File: src/hdl/tspf_pkg.sv
`default_nettype none

package tspf_pkg;

	// Stream geometry.
	localparam int PACKET_BYTES  = 188;
	localparam int FILTER_SLOTS  = 4;
	localparam int POS_BITS      = 48;
	localparam int COUNT_BITS    = 8;
	localparam int PID_BITS      = 13;
	localparam int SLOT_BITS     = PID_BITS + 1;
	localparam int CFG_IDX_BITS  = 8;

	localparam logic [7:0] SYNC_BYTE = 8'h47;

	// Longest adaptation field that still fits in a packet.
	localparam logic [7:0] MAX_ADAPT_LEN = 8'(PACKET_BYTES - 5);

	// Byte offsets within a packet.
	localparam logic [COUNT_BITS-1:0] OFS_SYNC      = COUNT_BITS'(0);
	localparam logic [COUNT_BITS-1:0] OFS_PID_HI    = COUNT_BITS'(1);
	localparam logic [COUNT_BITS-1:0] OFS_PID_LO    = COUNT_BITS'(2);
	localparam logic [COUNT_BITS-1:0] OFS_CTRL      = COUNT_BITS'(3);
	localparam logic [COUNT_BITS-1:0] OFS_ADAPT_LEN = COUNT_BITS'(4);
	localparam logic [COUNT_BITS-1:0] OFS_LAST      = COUNT_BITS'(PACKET_BYTES - 1);

	// Adaptation field control codes.
	localparam logic [1:0] AFC_RESERVED      = 2'd0;
	localparam logic [1:0] AFC_PAYLOAD_ONLY  = 2'd1;
	localparam logic [1:0] AFC_ADAPT_ONLY    = 2'd2;
	localparam logic [1:0] AFC_ADAPT_PAYLOAD = 2'd3;

	typedef logic [FILTER_SLOTS-1:0][SLOT_BITS-1:0] tspf_slots_t;

	// One result item as it leaves the parser.
	typedef struct packed {
		logic [7:0]              payload_byte;
		logic [FILTER_SLOTS-1:0] filter_hits;
		logic                    unit_start;
		logic                    first_of_payload;
		logic                    last_of_payload;
		logic [PID_BITS-1:0]     packet_id;
		logic [POS_BITS-1:0]     byte_position;
		logic                    sync_error;
		logic                    length_error;
	} tspf_result_t;

endpackage

`default_nettype wire

File: src/hdl/tspf_cfg_regs.sv
`default_nettype none

module tspf_cfg_regs
	import tspf_pkg::*;
(
	input  wire logic                    clk,
	input  wire logic                    arst_n,
	input  wire logic                    cfg_valid,
	input  wire logic [CFG_IDX_BITS-1:0] cfg_index,
	input  wire logic [SLOT_BITS-1:0]    cfg_data,
	output      tspf_slots_t             slots
);

	tspf_slots_t slot_q;

	// Filter slot registers; writes beyond the last slot are ignored.
	always_ff @(posedge clk or negedge arst_n) begin
		if (!arst_n) begin
			slot_q <= '0;
		end else if (cfg_valid) begin
			for (int i = 0; i < FILTER_SLOTS; i++) begin
				if (cfg_index == CFG_IDX_BITS'(i)) begin
					slot_q[i] <= cfg_data;
				end
			end
		end
	end

	assign slots = slot_q;

endmodule

`default_nettype wire

File: src/hdl/tspf_parser.sv
`default_nettype none

module tspf_parser
	import tspf_pkg::*;
(
	input  wire logic         clk,
	input  wire logic         arst_n,
	input  wire logic         fire,
	input  wire logic [7:0]   stream_byte,
	input  wire tspf_slots_t  slots,
	output      logic         emit,
	output      tspf_result_t res
);

	logic [COUNT_BITS-1:0]   count_q, count_d;
	logic [PID_BITS-1:0]     id_q, id_d;
	logic                    start_q, start_d;
	logic [1:0]              fc_q, fc_d;
	logic [7:0]              skip_q, skip_d;
	logic [POS_BITS-1:0]     pos_q;
	logic [FILTER_SLOTS-1:0] hit_q, hit_d;
	logic                    drop_q, drop_d;

	logic                    adapt;
	logic                    len_bad;
	logic [8:0]              payload_start;

	assign adapt = (fc_q == AFC_ADAPT_ONLY) || (fc_q == AFC_ADAPT_PAYLOAD);
	assign len_bad = (stream_byte > MAX_ADAPT_LEN) ||
		((fc_q == AFC_ADAPT_ONLY) && (stream_byte != MAX_ADAPT_LEN));
	assign payload_start = adapt ? (9'd5 + {1'b0, skip_q}) : 9'd4;

	// Header parse and payload selection for the byte at hand.
	always_comb begin
		count_d = (count_q == OFS_LAST) ? '0 : count_q + 1'b1;
		id_d    = id_q;
		start_d = start_q;
		fc_d    = fc_q;
		skip_d  = skip_q;
		hit_d   = hit_q;
		drop_d  = drop_q;
		emit    = 1'b0;
		res     = '0;
		res.payload_byte  = stream_byte;
		res.byte_position = pos_q;

		if (count_q == OFS_SYNC) begin
			id_d    = '0;
			start_d = 1'b0;
			fc_d    = AFC_RESERVED;
			skip_d  = '0;
			hit_d   = '0;
			drop_d  = 1'b0;
			if (stream_byte != SYNC_BYTE) begin
				drop_d         = 1'b1;
				emit           = 1'b1;
				res.sync_error = 1'b1;
			end
		end else if (!drop_q) begin
			priority if (count_q == OFS_PID_HI) begin
				start_d = stream_byte[6];
				id_d    = {stream_byte[4:0], 8'h00};
			end else if (count_q == OFS_PID_LO) begin
				id_d = {id_q[PID_BITS-1:8], stream_byte};
				for (int i = 0; i < FILTER_SLOTS; i++) begin
					hit_d[i] = slots[i][PID_BITS] && (slots[i][PID_BITS-1:0] == id_d);
				end
			end else if (count_q == OFS_CTRL) begin
				fc_d   = stream_byte[5:4];
				skip_d = '0;
			end else if (adapt && (count_q == OFS_ADAPT_LEN)) begin
				skip_d = stream_byte;
				if (len_bad) begin
					drop_d           = 1'b1;
					emit             = 1'b1;
					res.length_error = 1'b1;
				end
			end else begin
				if ((fc_q != AFC_ADAPT_ONLY) && ({1'b0, count_q} >= payload_start) &&
					(hit_q != '0)) begin
					emit                 = 1'b1;
					res.filter_hits      = hit_q;
					res.unit_start       = start_q;
					res.first_of_payload = ({1'b0, count_q} == payload_start);
					res.last_of_payload  = (count_q == OFS_LAST);
					res.packet_id        = id_q;
				end
			end
		end
	end

	// Packet state advances once per processed byte.
	always_ff @(posedge clk or negedge arst_n) begin
		if (!arst_n) begin
			count_q <= '0;
			id_q    <= '0;
			start_q <= 1'b0;
			fc_q    <= AFC_RESERVED;
			skip_q  <= '0;
			pos_q   <= '0;
			hit_q   <= '0;
			drop_q  <= 1'b0;
		end else if (fire) begin
			count_q <= count_d;
			id_q    <= id_d;
			start_q <= start_d;
			fc_q    <= fc_d;
			skip_q  <= skip_d;
			pos_q   <= pos_q + 1'b1;
			hit_q   <= hit_d;
			drop_q  <= drop_d;
		end
	end

endmodule

`default_nettype wire

File: src/hdl/ts_pid_payload_filter_core.sv
// Transport stream packet id filter, one stream byte per item.
// Input channel: in_valid, in_stall, stream_byte. A byte is taken at a rising
// edge with in_valid high and in_stall low. Bytes form 188-byte packets; the
// first byte after reset is taken as a sync byte.
// Output channel: out_valid, out_stall and the result fields. Only payload
// bytes of packets whose id hits an enabled slot produce an item, plus one
// error item for a bad sync byte or a bad adaptation field length.
// Configuration: cfg_valid, cfg_ready (always high), cfg_index, cfg_data.
// Slot i is written at index i; other indexes are ignored. Write only while
// the stream is idle.
// A byte taken is held in the input register, parsed, and its result held in
// the output register, which drives the outputs.
// Throughput is one byte per cycle while the output is not stalled, set by
// the single parse stage between the input register and the output register.
// When out_stall is held with a result waiting, at most one more byte is
// taken into the input register; while it holds a byte, in_stall follows
// out_stall in the same cycle. Nothing is lost.
// Reset clears the slots, the packet parser and the stream position.
`default_nettype none

module ts_pid_payload_filter_core
	import tspf_pkg::*;
(
	input  wire logic                    clk,
	input  wire logic                    arst_n,
	input  wire logic                    in_valid,
	output      logic                    in_stall,
	input  wire logic [7:0]              stream_byte,
	output      logic                    out_valid,
	input  wire logic                    out_stall,
	output      logic [7:0]              payload_byte,
	output      logic [FILTER_SLOTS-1:0] filter_hits,
	output      logic                    unit_start,
	output      logic                    first_of_payload,
	output      logic                    last_of_payload,
	output      logic [PID_BITS-1:0]     packet_id,
	output      logic [POS_BITS-1:0]     byte_position,
	output      logic                    sync_error,
	output      logic                    length_error,
	input  wire logic                    cfg_valid,
	output      logic                    cfg_ready,
	input  wire logic [CFG_IDX_BITS-1:0] cfg_index,
	input  wire logic [SLOT_BITS-1:0]    cfg_data
);

	logic         valid_s1;
	logic [7:0]   byte_s1;
	logic         out_valid_s2;
	tspf_result_t res_s2;
	tspf_result_t res;
	tspf_slots_t  slots;
	logic         advance;
	logic         fire;
	logic         accept;
	logic         emit;

	assign cfg_ready = 1'b1;

	// The pipeline moves whenever the output register is free or being taken.
	assign advance  = !out_valid_s2 || !out_stall;
	assign fire     = valid_s1 && advance;
	assign in_stall = valid_s1 && !advance;
	assign accept   = in_valid && !in_stall;

	tspf_cfg_regs u_cfg (
		.clk       (clk),
		.arst_n    (arst_n),
		.cfg_valid (cfg_valid),
		.cfg_index (cfg_index),
		.cfg_data  (cfg_data),
		.slots     (slots)
	);

	tspf_parser u_parser (
		.clk         (clk),
		.arst_n      (arst_n),
		.fire        (fire),
		.stream_byte (byte_s1),
		.slots       (slots),
		.emit        (emit),
		.res         (res)
	);

	// Input register.
	always_ff @(posedge clk or negedge arst_n) begin
		if (!arst_n) begin
			valid_s1 <= 1'b0;
		end else if (accept) begin
			valid_s1 <= 1'b1;
		end else if (advance) begin
			valid_s1 <= 1'b0;
		end
	end

	always_ff @(posedge clk) begin
		if (accept) begin
			byte_s1 <= stream_byte;
		end
	end

	// Output register.
	always_ff @(posedge clk or negedge arst_n) begin
		if (!arst_n) begin
			out_valid_s2 <= 1'b0;
		end else if (advance) begin
			out_valid_s2 <= fire && emit;
		end
	end

	always_ff @(posedge clk) begin
		if (advance) begin
			res_s2 <= res;
		end
	end

	assign out_valid        = out_valid_s2;
	assign payload_byte     = res_s2.payload_byte;
	assign filter_hits      = res_s2.filter_hits;
	assign unit_start       = res_s2.unit_start;
	assign first_of_payload = res_s2.first_of_payload;
	assign last_of_payload  = res_s2.last_of_payload;
	assign packet_id        = res_s2.packet_id;
	assign byte_position    = res_s2.byte_position;
	assign sync_error       = res_s2.sync_error;
	assign length_error     = res_s2.length_error;

	// Error items carry no filter information.
	a_err_clean: assert property (@(posedge clk) disable iff (!arst_n)
		out_valid && (sync_error || length_error) |->
			(filter_hits == '0) && !first_of_payload && !last_of_payload &&
			!(sync_error && length_error))
		else $error("error item carries payload fields");

	// A payload item always names at least one slot.
	a_payload_hit: assert property (@(posedge clk) disable iff (!arst_n)
		out_valid && !sync_error && !length_error |-> (filter_hits != '0))
		else $error("payload item with empty hit mask");

	// Backpressure reaches the input only when the input register is full.
	a_stall_full: assert property (@(posedge clk) disable iff (!arst_n)
		in_stall |-> valid_s1 && out_valid_s2 && out_stall)
		else $error("input stalled with room in the pipeline");

	// A stalled result is held until taken.
	a_hold: assert property (@(posedge clk) disable iff (!arst_n)
		out_valid && out_stall |=> out_valid && $stable(byte_position))
		else $error("stalled result changed");

endmodule

`default_nettype wire

File: config.mk
export PLATFORM = sky130hd
export DESIGN_NAME = ts_pid_payload_filter_core
export DESIGN_NICKNAME = d
export VERILOG_FILES = /design/src/hdl/tspf_pkg.sv /design/src/hdl/tspf_cfg_regs.sv /design/src/hdl/tspf_parser.sv /design/src/hdl/ts_pid_payload_filter_core.sv
export SDC_FILE = /design/constraint.sdc
export NUM_CORES = 1
export LEC_CHECK = 0
export BUFFER_PORTS_ARGS = -buffer_cell sky130_fd_sc_hd__buf_4
export CORE_UTILIZATION = 58
export DETAILED_ROUTE_END_ITERATION = 16
export PLACE_DENSITY = 0.91
export REMOVE_ABC_BUFFERS = 1
export SYNTH_ARGS = -nofsm -noshare
export SYNTH_HDL_FRONTEND = slang
export SYNTH_HIERARCHICAL = 1
export SYNTH_SLANG_ARGS = --single-unit
File: constraint.sdc
create_clock -name clk -period 4.5 [get_ports clk]
set_input_delay 0.45 -clock clk [delete_from_list [all_inputs] [get_ports clk]]
set_output_delay 0.45 -clock clk [all_outputs]
set_load 0.005 [all_outputs]
# Yosys cells after proc, flatten, opt, wreduce, memory -nomap -nowiden
# Index checks and enable logic that the tools add are counted.
[word_totals]
reg_bits = 229
latchBits = 0
ram_bits = 0
mem_bits_ro = 0
n_memories = 0
[op_classes]
n_addsub = 3
n_mul = 0
n_div = 0
magnitude_cmp = 2
n_eq_ne = 21
shift = 0
muxes = 41
bitwise_logic = 1
n_reduce_logical = 39
[ops]
columns = ["op", "n"]
rows = [
  ["$mux W8", 8],
  ["$eq A13 B13 Y1", 4],
  ["$add A48 B1 Y48 const B", 1],
  ["$mux W13", 3],
  ["$eq A8 B2 Y1 const B", 4],
  ["$mux W1", 20],
  ["$eq A8 B1 Y1 const B", 2],
  ["$logic_not A8 Y1", 2],
  ["$mux W4", 4],
  ["$logic_and A1 B1 Y1", 12],
  ["$mux W2", 5],
  ["$reduce_and A5 Y1", 2],
  ["$add A3 B8 Y9 const A", 1],
  ["$eq A8 B9 Y1", 1],
  ["$ge A8 B9 Y1", 1],
  ["$mux W9", 1],
  ["$add A8 B1 Y8 const B", 1],
  ["$eq A8 B3 Y1 const B", 1],
  ["$eq A8 B8 Y1 const B", 1],
  ["$gt A8 B8 Y1 const B", 1],
  ["$ne A8 B7 Y1 const B", 1],
  ["$ne A8 B8 Y1 const B", 1],
  ["$reduce_and A2 Y1", 4],
  ["$reduce_bool A2 Y1", 4],
  ["other kinds (12)", 22],
]

# Longest topological paths before layout
# Gate-level depths: netlist (run 1).
[depth]
ltp_word = 14
ltp_mapped = 14
depth_no_buf = 13

# Cells and area by module
# The synthesis (run 1) kept the hierarchy.
[modules_own_cells]
columns = ["module", "instances", "cells_each", "area_each_um2", "seq_area_each_um2"]
rows = [
  ["tspf_parser", 1, 536, 5119.9, 2127.0],
  ["ts_pid_payload_filter_core", 1, 98, 2687.6, 2632.5],
  ["tspf_cfg_regs", 1, 123, 2173.3, 1401.3],
]

# Least setup slack after synthesis (run 1)
# OpenSTA, ideal clock, no wires.
[synth_timing]
path_kind = "input to register"
start = "input out_stall"
end = "register u_parser.pos_q[35]"
setup_time_ns = 0.079
arrival_ns = 3.908
setup_slack_ns = 0.513
cell_stages = 8
n_path_buf = 1
path_cell_list = "nand2_1 -> and2_1 -> and4_4 -> nand3_2 -> or4_4 -> buf_6 -> nor3_2 -> xor2_1"
[synth_via]
elab_chain_len = 3
[synth_lines]
columns = ["item", "line", "source"]
rows = [
  ["from (decl)", "ts_pid_payload_filter_core.sv:30", "input wire logic out_stall,"],
  ["$logic_not A1 Y1", "ts_pid_payload_filter_core.sv:60", "assign advance = !out_valid_s2 || !out_stall;"],
  ["$logic_or A1 B1 Y1", "ts_pid_payload_filter_core.sv:60", ""],
  ["$logic_and A1 B1 Y1", "ts_pid_payload_filter_core.sv:61", "assign fire = valid_s1 && advance;"],
  ["via fire", "ts_pid_payload_filter_core.sv:53", "logic fire;"],
  ["to (signal assigned)", "tspf_parser.sv:109", "pos_q <= pos_q + 1'b1;"],
  ["to (decl)", "tspf_parser.sv:20", "logic [POS_BITS-1:0] pos_q;"],
]
# The timed path passes the listed nets, and every way through them passes these cells.
# A chain may end at the register's enable or synchronous reset.

# Worst setup path after layout (run 1)
[layout_timing]
start = "register u_parser.skip_q[0]"
end = "register out_valid_s2, in the netlist out_valid"
[layout_via]
elab_chain_len = 13
[layout_lines]
columns = ["item", "line", "source"]
rows = [
  ["from (decl)", "tspf_parser.sv:19", "logic [7:0] skip_q, skip_d;"],
  ["from (signal assigned)", "tspf_parser.sv:108", "skip_q <= skip_d;"],
  ["$add A3 B8 Y9", "tspf_parser.sv:31", "assign payload_start = adapt ? (9'd5 + {1'b0, skip_q}) : 9'd4;"],
  ["$mux W9", "tspf_parser.sv:31", ""],
  ["$ge A8 B9 Y1", "tspf_parser.sv:79", "if ((fc_q != AFC_ADAPT_ONLY) && ({1'b0, count_q} >= payload_start) &&"],
  ["$logic_and A1 B1 Y1 (2 in series)", "tspf_parser.sv:79", ""],
  ["$mux W1", "tspf_parser.sv:79", ""],
  ["$mux W1", "tspf_parser.sv:71", "end else if (adapt && (count_q == OFS_ADAPT_LEN)) begin"],
  ["$mux W1", "tspf_parser.sv:68", "end else if (count_q == OFS_CTRL) begin"],
  ["$mux W1", "tspf_parser.sv:63", "end else if (count_q == OFS_PID_LO) begin"],
  ["$mux W1", "tspf_parser.sv:60", "priority if (count_q == OFS_PID_HI) begin"],
  ["$mux W1", "tspf_parser.sv:59", "end else if (!drop_q) begin"],
  ["$mux W1", "tspf_parser.sv:47", "if (count_q == OFS_SYNC) begin"],
  ["via emit", "ts_pid_payload_filter_core.sv:55", "logic emit;"],
  ["$logic_and A1 B1 Y1", "ts_pid_payload_filter_core.sv:106", "out_valid_s2 <= fire && emit;"],
  ["to (signal assigned)", "ts_pid_payload_filter_core.sv:106", ""],
  ["to (decl)", "ts_pid_payload_filter_core.sv:48", "logic out_valid_s2;"],
]
# The timed path passes the listed nets, and every way through them passes these cells.

==> results of run 1 <==
==> logic make-up after synthesis <==
| group | count (synthesis) |
|---|---|
| XOR/XNOR | 106 |
| adder cells (fa/ha/maj) | 14 |
| other | 1 |
| AO/OA/AOI/OAI | 65 |
| AND/OR/NAND/NOR | 237 |
| multiplexers | 58 |
| buffers and inverters | 47 |
| flip-flops | 229 |
==> area by class of cell <==
type / count / area, um^2 / area share, %
sequential: 229 / 6160 / 53.0
timing repair buffer: 117 / 882 / 7.59
tap: 220 / 275 / 2.37
multi-input combinational: 481 / 3570 / 30.8
inverter: 9 / 33.8 / 0.291
clock inverter: 6 / 37.5 / 0.323
clock buffer: 36 / 654 / 5.63
==> placed cells by master, fill, tap and decap left out, types with 9 or more instances in the layout <==
cell,Yosys,routed
a22o_1,16,16
and2_1,31,31
and3_1,11,11
buf_4,10,116
clkbuf_1,19,10
clkbuf_16,0,23
dfrtp_1,143,143
edfxtp_1,86,86
ha_1,14,14
inv_1,9,9
mux2_2,55,55
nand2_1,62,61
nand3_1,24,24
nand4_1,26,26
nor2_1,13,13
nor3_1,18,18
o21ai_0,25,25
xnor2_1,74,74
xor2_1,32,32
==> registers in the layout, summed over array words and instances, names as in the netlist, 8 cells and up <==
signal and count:
byte_position 48, u_parser/id_q 13, payload_byte 8, u_parser/pos_q 48, u_parser/count_q 8, u_parser/skip_q 8
u_cfg/slots 56, byte_s1 8, packet_id 13
==> metal layers <==
layer  GRT usage [%]  wire length [um]  vias to the layer above  part of all wire (%)
met5               0                 0                        -                     0
met4            8.21               484                        0                   2.4
met3            3.73              1280                       42                   6.2
met2            39.7             10200                      261                    49
met1            31.2              8600                     3149                    42
li1                -                 -                     2903                     -
==> how the worst max path moves through the flow <==
stage | endpoint
after floorplan | u_parser/pos_q[35]
after global placement | out_valid
after detailed placement | out_valid
after CTS | out_valid
after global routing | out_valid
final | out_valid
==> critical path, stage by stage (launching register included) <==
cell and delay [ns]:
dfrtp_1 0.40, ha_1 0.24, o2111ai_1 0.32, xnor2_1 0.17
nand2_1 0.08, ha_1 0.31, and3_1 0.18, nand3_1 0.12
a21o_1 0.18, a21oi_1 0.96, or3_1 0.24, nand2_1 0.05
nand2_1 0.06
==> report_power, final <==
group / internal [uW] / switching (uW) / leakage [uW]
combinational: 563 / 536 / 0.00206
sequential: 2530 / 335 / 0.00292
clock: 1000 / 745 / 0.000342
==> stage by stage <==
stage | hold slack (ns) | power (uW)
floorplan | 0.154 | 3460
global placement | 0.433 | 3920
detailed placement | 0.433 | 3980
CTS | 0.0991 | 5740
global route | 0.103 | 5980
finish | 0.0582 | 5710
==> results.sh, run 1 <==
export IMPL_dp_cells=1056
export IMPL_cts_sinks=229
export IMPL_overflow=0
export IMPL_drc=0
export IMPL_n_antenna_cell=0
export IMPL_ys_top_cells_by_area="dfrtp_1, edfxtp_1, xnor2_1"
export IMPL_syn_to_final_growth_pct=16.4
export IMPL_setup_tns_ns=0
export IMPL_max_cap_violations=0
export IMPL_synth_cell_types=55
export IMPL_portBuffers=114
export IMPL_drive_gt1_share_pct=25.5
export IMPL_synth_simple_gate_area_share_pct=13.8
export IMPL_dieWidth_um=133
export IMPL_relSlewSlack_pct=16.8
export IMPL_dr_pass1_iters=5
export IMPL_synth_mux_area_share_pct=6.53
export IMPL_die_y_um=133
export IMPL_end_kind="flip-flop"
export IMPL_crit_start="u_parser/skip_q[0]"
export IMPL_slew_violations=0
export IMPL_core_um2=16700
export IMPL_synth_area_um2=9980
export IMPL_clk_latency_ns=0.51
export IMPL_synth_edf_count=86
export IMPL_grt_pass1_wl_um=32800
export IMPL_ant_nets=0
export IMPL_root_buffer="clkbuf_16"
export IMPL_num_io_pins=116
export IMPL_yosys_area_share_xor_xnor_pct=9.30
export IMPL_final_area_um2=11600
export IMPL_cp_start_kind="flip-flop"
export IMPL_yosysWarningCount=6
export IMPL_synthArstFlopShare_pct=62.4
export IMPL_synth_seq_cells=229
export IMPL_setup_viol=0
export IMPL_post_dp_cell_area_um2=10900
export IMPL_rows=47
export IMPL_post_cts_resized=0
export IMPL_drt_iter0_markers=575
export IMPL_critPathKind="reg2reg"
export IMPL_place_hpwl_um=13800
export IMPL_r2r_setup_slack_ns=1.11
export IMPL_syn_inst=757
export IMPL_leakage_uw=0.00532
export IMPL_yosysSeqAreaShare_pct=61.7
export IMPL_start_util_pct=59.8
export IMPL_synthAdderAreaFrac_pct=1.76
export IMPL_rsz0062_at_grt="no"
export IMPL_worst_slew_pin_slew_ns=1.25
export IMPL_fin_nets=910
export IMPL_r2r_end="out_valid"
export IMPL_cp_required_ns=4.92
export IMPL_clockBufferDepth=3
export IMPL_grt_start_max_net_pins=114
export IMPL_synth_top_area_share_pct=35.9
export IMPL_place_congestion=0.862
export IMPL_via_per_inst=5.79
export IMPL_final_min_clock_period_ns=3.39
export IMPL_r2r_start="u_parser/skip_q[0]"
export IMPL_final_cells=1098
export IMPL_synth_top_family_by_area="simple AND/OR/NAND/NOR gates"
export IMPL_synth_top_cells_by_count="dfrtp_1, edfxtp_1, xnor2_1, nand2_1, mux2_2"
export IMPL_holdCritPathClass="in2async"
export IMPL_routed_wl_um=20500
export IMPL_htreeDepth=1
export IMPL_finalHoldViolCount=0
export IMPL_die_area_um2=17700
export IMPL_fin_skew_ns=0.0218
export IMPL_ys_dominant_reg_cell="dfrtp_1"
export IMPL_ir_drop_v=0.000372
export IMPL_r2r_worst_path_cells=12
export IMPL_run_status="complete, no violations"
export IMPL_num_vias=6355
export IMPL_post_route_util_pct=69.6
export IMPL_cts_buffers=23
export IMPL_globalRouteTotalUtil_pct=23.5
export IMPL_antenna_found_initial=0
export IMPL_grt_pass1_vias=6362
export IMPL_synthMostInstantiatedCell="dfrtp_1"
export IMPL_synth_compound_area_share_pct=4.35
export IMPL_max_freq_ghz=0.295
export IMPL_layout_setup_ws_ns=1.11
export IMPL_clk_pin_slew_worst_paths_ns=0.06
export IMPL_avgSynthCellArea_um2=13.2
export IMPL_cts_tree="built"
export IMPL_dp_slack_ns=1.16
export IMPL_cts_hold_buf=0
export IMPL_fin_crit_sh_pct=75.3
export IMPL_nFillCells=1119
export IMPL_post_drt_wl_per_cell_um=18.7
export IMPL_power_density_nw_per_um2=492
export IMPL_cp_max_fo=20
export IMPL_postCtsSetupBuffers=0
export IMPL_synth_top_area_cell="dfrtp_1"
export IMPL_arrival_ns=3.81
No activity file was read; power rests on OpenSTA's default activity.
==> run 2: changes to the inputs <==
ABC_AREA = 1   (was default)
clock period = 3.2 ns   (was 4.5 ns; I/O delays follow)
==> results.sh, run 2 <==
export IMPL_cp_required_ns=3.54
export IMPL_routed_wl_um=25900
export IMPL_post_drt_wl_per_cell_um=16.4
export IMPL_drc=0
export IMPL_run_status="complete, no violations"
export IMPL_root_buffer="clkbuf_16"
export IMPL_cp_slowest_stage_delay_ns=0.41
export IMPL_worst_slew_pin_slew_ns=1.10
export IMPL_yosys_area_share_xor_xnor_pct=5.19
export IMPL_max_freq_ghz=0.426
export IMPL_ys_top_cells_by_area="dfrtp_1, edfxtp_1, nand2_1"
export IMPL_die_y_um=141
export IMPL_clk_latency_ns=0.52
export IMPL_arrival_ns=2.69
export IMPL_relSlewSlack_pct=26.9
export IMPL_synth_simple_gate_area_share_pct=28.2
export IMPL_cts_tree="built"
export IMPL_synthAdderAreaFrac_pct=1.57
export IMPL_r2r_start="u_parser/skip_q[0]"
export IMPL_core_um2=18800
export IMPL_layout_setup_ws_ns=0.852
export IMPL_synth_edf_count=86
export IMPL_ant_nets=0
export IMPL_post_route_util_pct=68.9
export IMPL_start_util_pct=59.4
export IMPL_synth_top_cells_by_count="nand2_1, dfrtp_1, nor2_1, inv_1, nand3_1"
export IMPL_crit_chain="ha_1, nor2_1, nor2_1, nand2_1, nor2_1, nand3b_1, ha_1, nand2_1, inv_1, nand2_1, nand2_1, nand2_1, nand2_1, nand2_1, buf_4, nand2_1, nand2_1, nand2_1"
export IMPL_cts_buffers=24
export IMPL_multi_input_area_um2=4210
export IMPL_num_vias=8791
export IMPL_place_hpwl_um=17800
export IMPL_cp_slowest_cell="dfrtp_1"
export IMPL_final_min_clock_period_ns=2.35
export IMPL_rows=50
export IMPL_cpMostUsedCell="nand2_1"
export IMPL_avgSynthCellArea_um2=9.16
export IMPL_ir_drop_v=0.000388
export IMPL_syn_to_final_growth_pct=16.1
export IMPL_layout_commonest_cell="nand2_1"
export IMPL_hold_start="in_valid"
export IMPL_whs_ns=0.0108
export IMPL_end_kind="flip-flop"
export IMPL_num_io_pins=116
export IMPL_slew_violations=0
export IMPL_overflow=0
export IMPL_die_area_um2=19800
export IMPL_power_density_nw_per_um2=672
export IMPL_max_cap_violations=0
export IMPL_grt_pass1_wl_um=42000
export IMPL_cp_max_fo=20
export IMPL_grt_start_max_net_pins=80
export IMPL_nFillCells=1387
export IMPL_mostFrequentLayoutCells="nand2_1, dfrtp_1, nor2_1, inv_1, buf_4"
export IMPL_via_per_inst=5.54
export IMPL_place_congestion=0.939
export IMPL_leakage_uw=0.00634
export IMPL_synth_top_family_by_area="simple AND/OR/NAND/NOR gates"
export IMPL_synth_compound_area_share_pct=2.68
export IMPL_r2r_worst_path_cells=18
export IMPL_drive_gt1_share_pct=15.8
export IMPL_clockBufferDepth=3
export IMPL_final_area_um2=12900
export IMPL_synthMostInstantiatedCell="nand2_1"
export IMPL_globalRouteTotalUtil_pct=26.7
export IMPL_r2r_end="out_valid"
export IMPL_antenna_found_initial=0
export IMPL_fin_crit_sh_pct=73.4
export IMPL_n_antenna_cell=0
export IMPL_min_to="valid_s1"
export IMPL_synth_area_um2=11100
export IMPL_dieWidth_um=141
export IMPL_grt_pass1_vias=8673
export IMPL_synth_mux_area_share_pct=0
export IMPL_post_dp_cell_area_um2=12000
export IMPL_setup_viol=0
export IMPL_finalHoldViolCount=0
export IMPL_fin_skew_ns=0.0152
export IMPL_synthArstFlopShare_pct=62.4
export IMPL_clk_pin_slew_worst_paths_ns=0.06
export IMPL_syn_inst=1217
export IMPL_synth_cell_types=48
export IMPL_portBuffers=114
export IMPL_dp_slack_ns=0.862
export IMPL_synth_seq_cells=229
export IMPL_ys_dominant_reg_cell="dfrtp_1"
export IMPL_cp_start_kind="flip-flop"
export IMPL_synth_top_area_share_pct=32.1
export IMPL_setup_tns_ns=0
export IMPL_yosysWarningCount=6
export IMPL_holdPathStages=3
export IMPL_dr_pass1_iters=5
export IMPL_critPathKind="reg2reg"
export IMPL_largest_reg_flops=56
export IMPL_synth_top_area_cell="dfrtp_1"
export IMPL_regArea_um2=6160
export IMPL_htreeDepth=1
export IMPL_fin_nets=1383
export IMPL_drt_iter0_markers=720
export IMPL_yosysSeqAreaShare_pct=55.3
export IMPL_cts_sinks=229
export IMPL_r2r_setup_slack_ns=0.85
export IMPL_holdCritPathClass="in2reg"
export IMPL_rsz0062_at_grt="no"
## run 2: cell types whose count changed after synthesis, moves of 16 or more
cell,previous run,this run
mux2_2,55,0
nor2_1,13,123
inv_1,9,120
nand2_1,62,359
a22o_1,16,0
xnor2_1,74,20
nand3_1,24,108
and2_1,31,0
## run 2: metrics by stage
| stage | cells | total power (uW) |
|---|---|---|
| floorplan | 1180 | 5090 |
| global placement | 1533 | 5790 |
| detailed placement | 1533 | 5890 |
| CTS | 1586 | 8720 |
| global route | 1586 | 9110 |
| finish | 1586 | 8690 |
## run 2: cell type report
cell class | count | area share, %
sequential | 229 | 47.6
multi-input combinational | 825 | 32.5
timing repair buffer | 128 | 7.63
clock buffer | 30 | 5.21
inverter | 126 | 3.71
tap | 234 | 2.26
clock inverter | 14 | 1.04
## run 2: logic make-up (layout without fill, tap and decap cells)
logic type,Yosys count,count (layout)
AND/OR/NAND/NOR,692,692
buffers and inverters,163,298
other,1,1
XOR/XNOR,66,66
AO/OA/AOI/OAI,52,52
adder cells (fa/ha/maj),14,14
flip-flops,229,229
## run 2: what timing repair did
action / 4_1_cts / 5_1_grt
hold buffers: 9 / 0
resized for setup: 0 / 0
buffers inserted: 0 / 0
hold endpoints to repair: 75 / 0
## run 2: worst max path at each step
stage	slack, ns	start	end	depth (start not counted)
2_1_floorplan	0.65	out_valid	u_parser/count_q[7]	7
3_3_place_gp	0.92	u_parser/skip_q[0]	out_valid	18
3_5_place_dp	0.86	u_parser/skip_q[0]	out_valid	18
4_1_cts	0.85	u_parser/skip_q[0]	out_valid	18
5_1_grt	0.66	u_parser/skip_q[0]	out_valid	19
6_report	0.85	u_parser/skip_q[0]	out_valid	18
## run 2: report_power, final
group / total [uW] / switching (uW) / leakage [uW] / internal (uW)
logic: 1920 / 1180 / 0.00307 / 733
registers: 3960 / 394 / 0.00288 / 3570
clock network: 2810 / 1150 / 0.000398 / 1660
total: 8690 / 2730 / 0.00634 / 5960
## run 2: routing by layer
metal | GRT usage (%) | part of all wire [%] | wire length (um) | vias up
met4 | 10.9 | 3.6 | 938 | 0
met1 | 32.8 | 39 | 10000 | 4180
met3 | 3.43 | 7.0 | 1810 | 71
met2 | 47.9 | 51 | 13200 | 407
met5 | 0 | 0 | 0 | -
li1 | - | - | - | 4133
## run 2: critical path: cells and delay by family (launching register included)
family	cells	cell delay [ns]
buffers and inverters	2	0.28
adders and majority gates	2	0.53
and+or+nand+nor	14	0.95
DFF	1	0.41
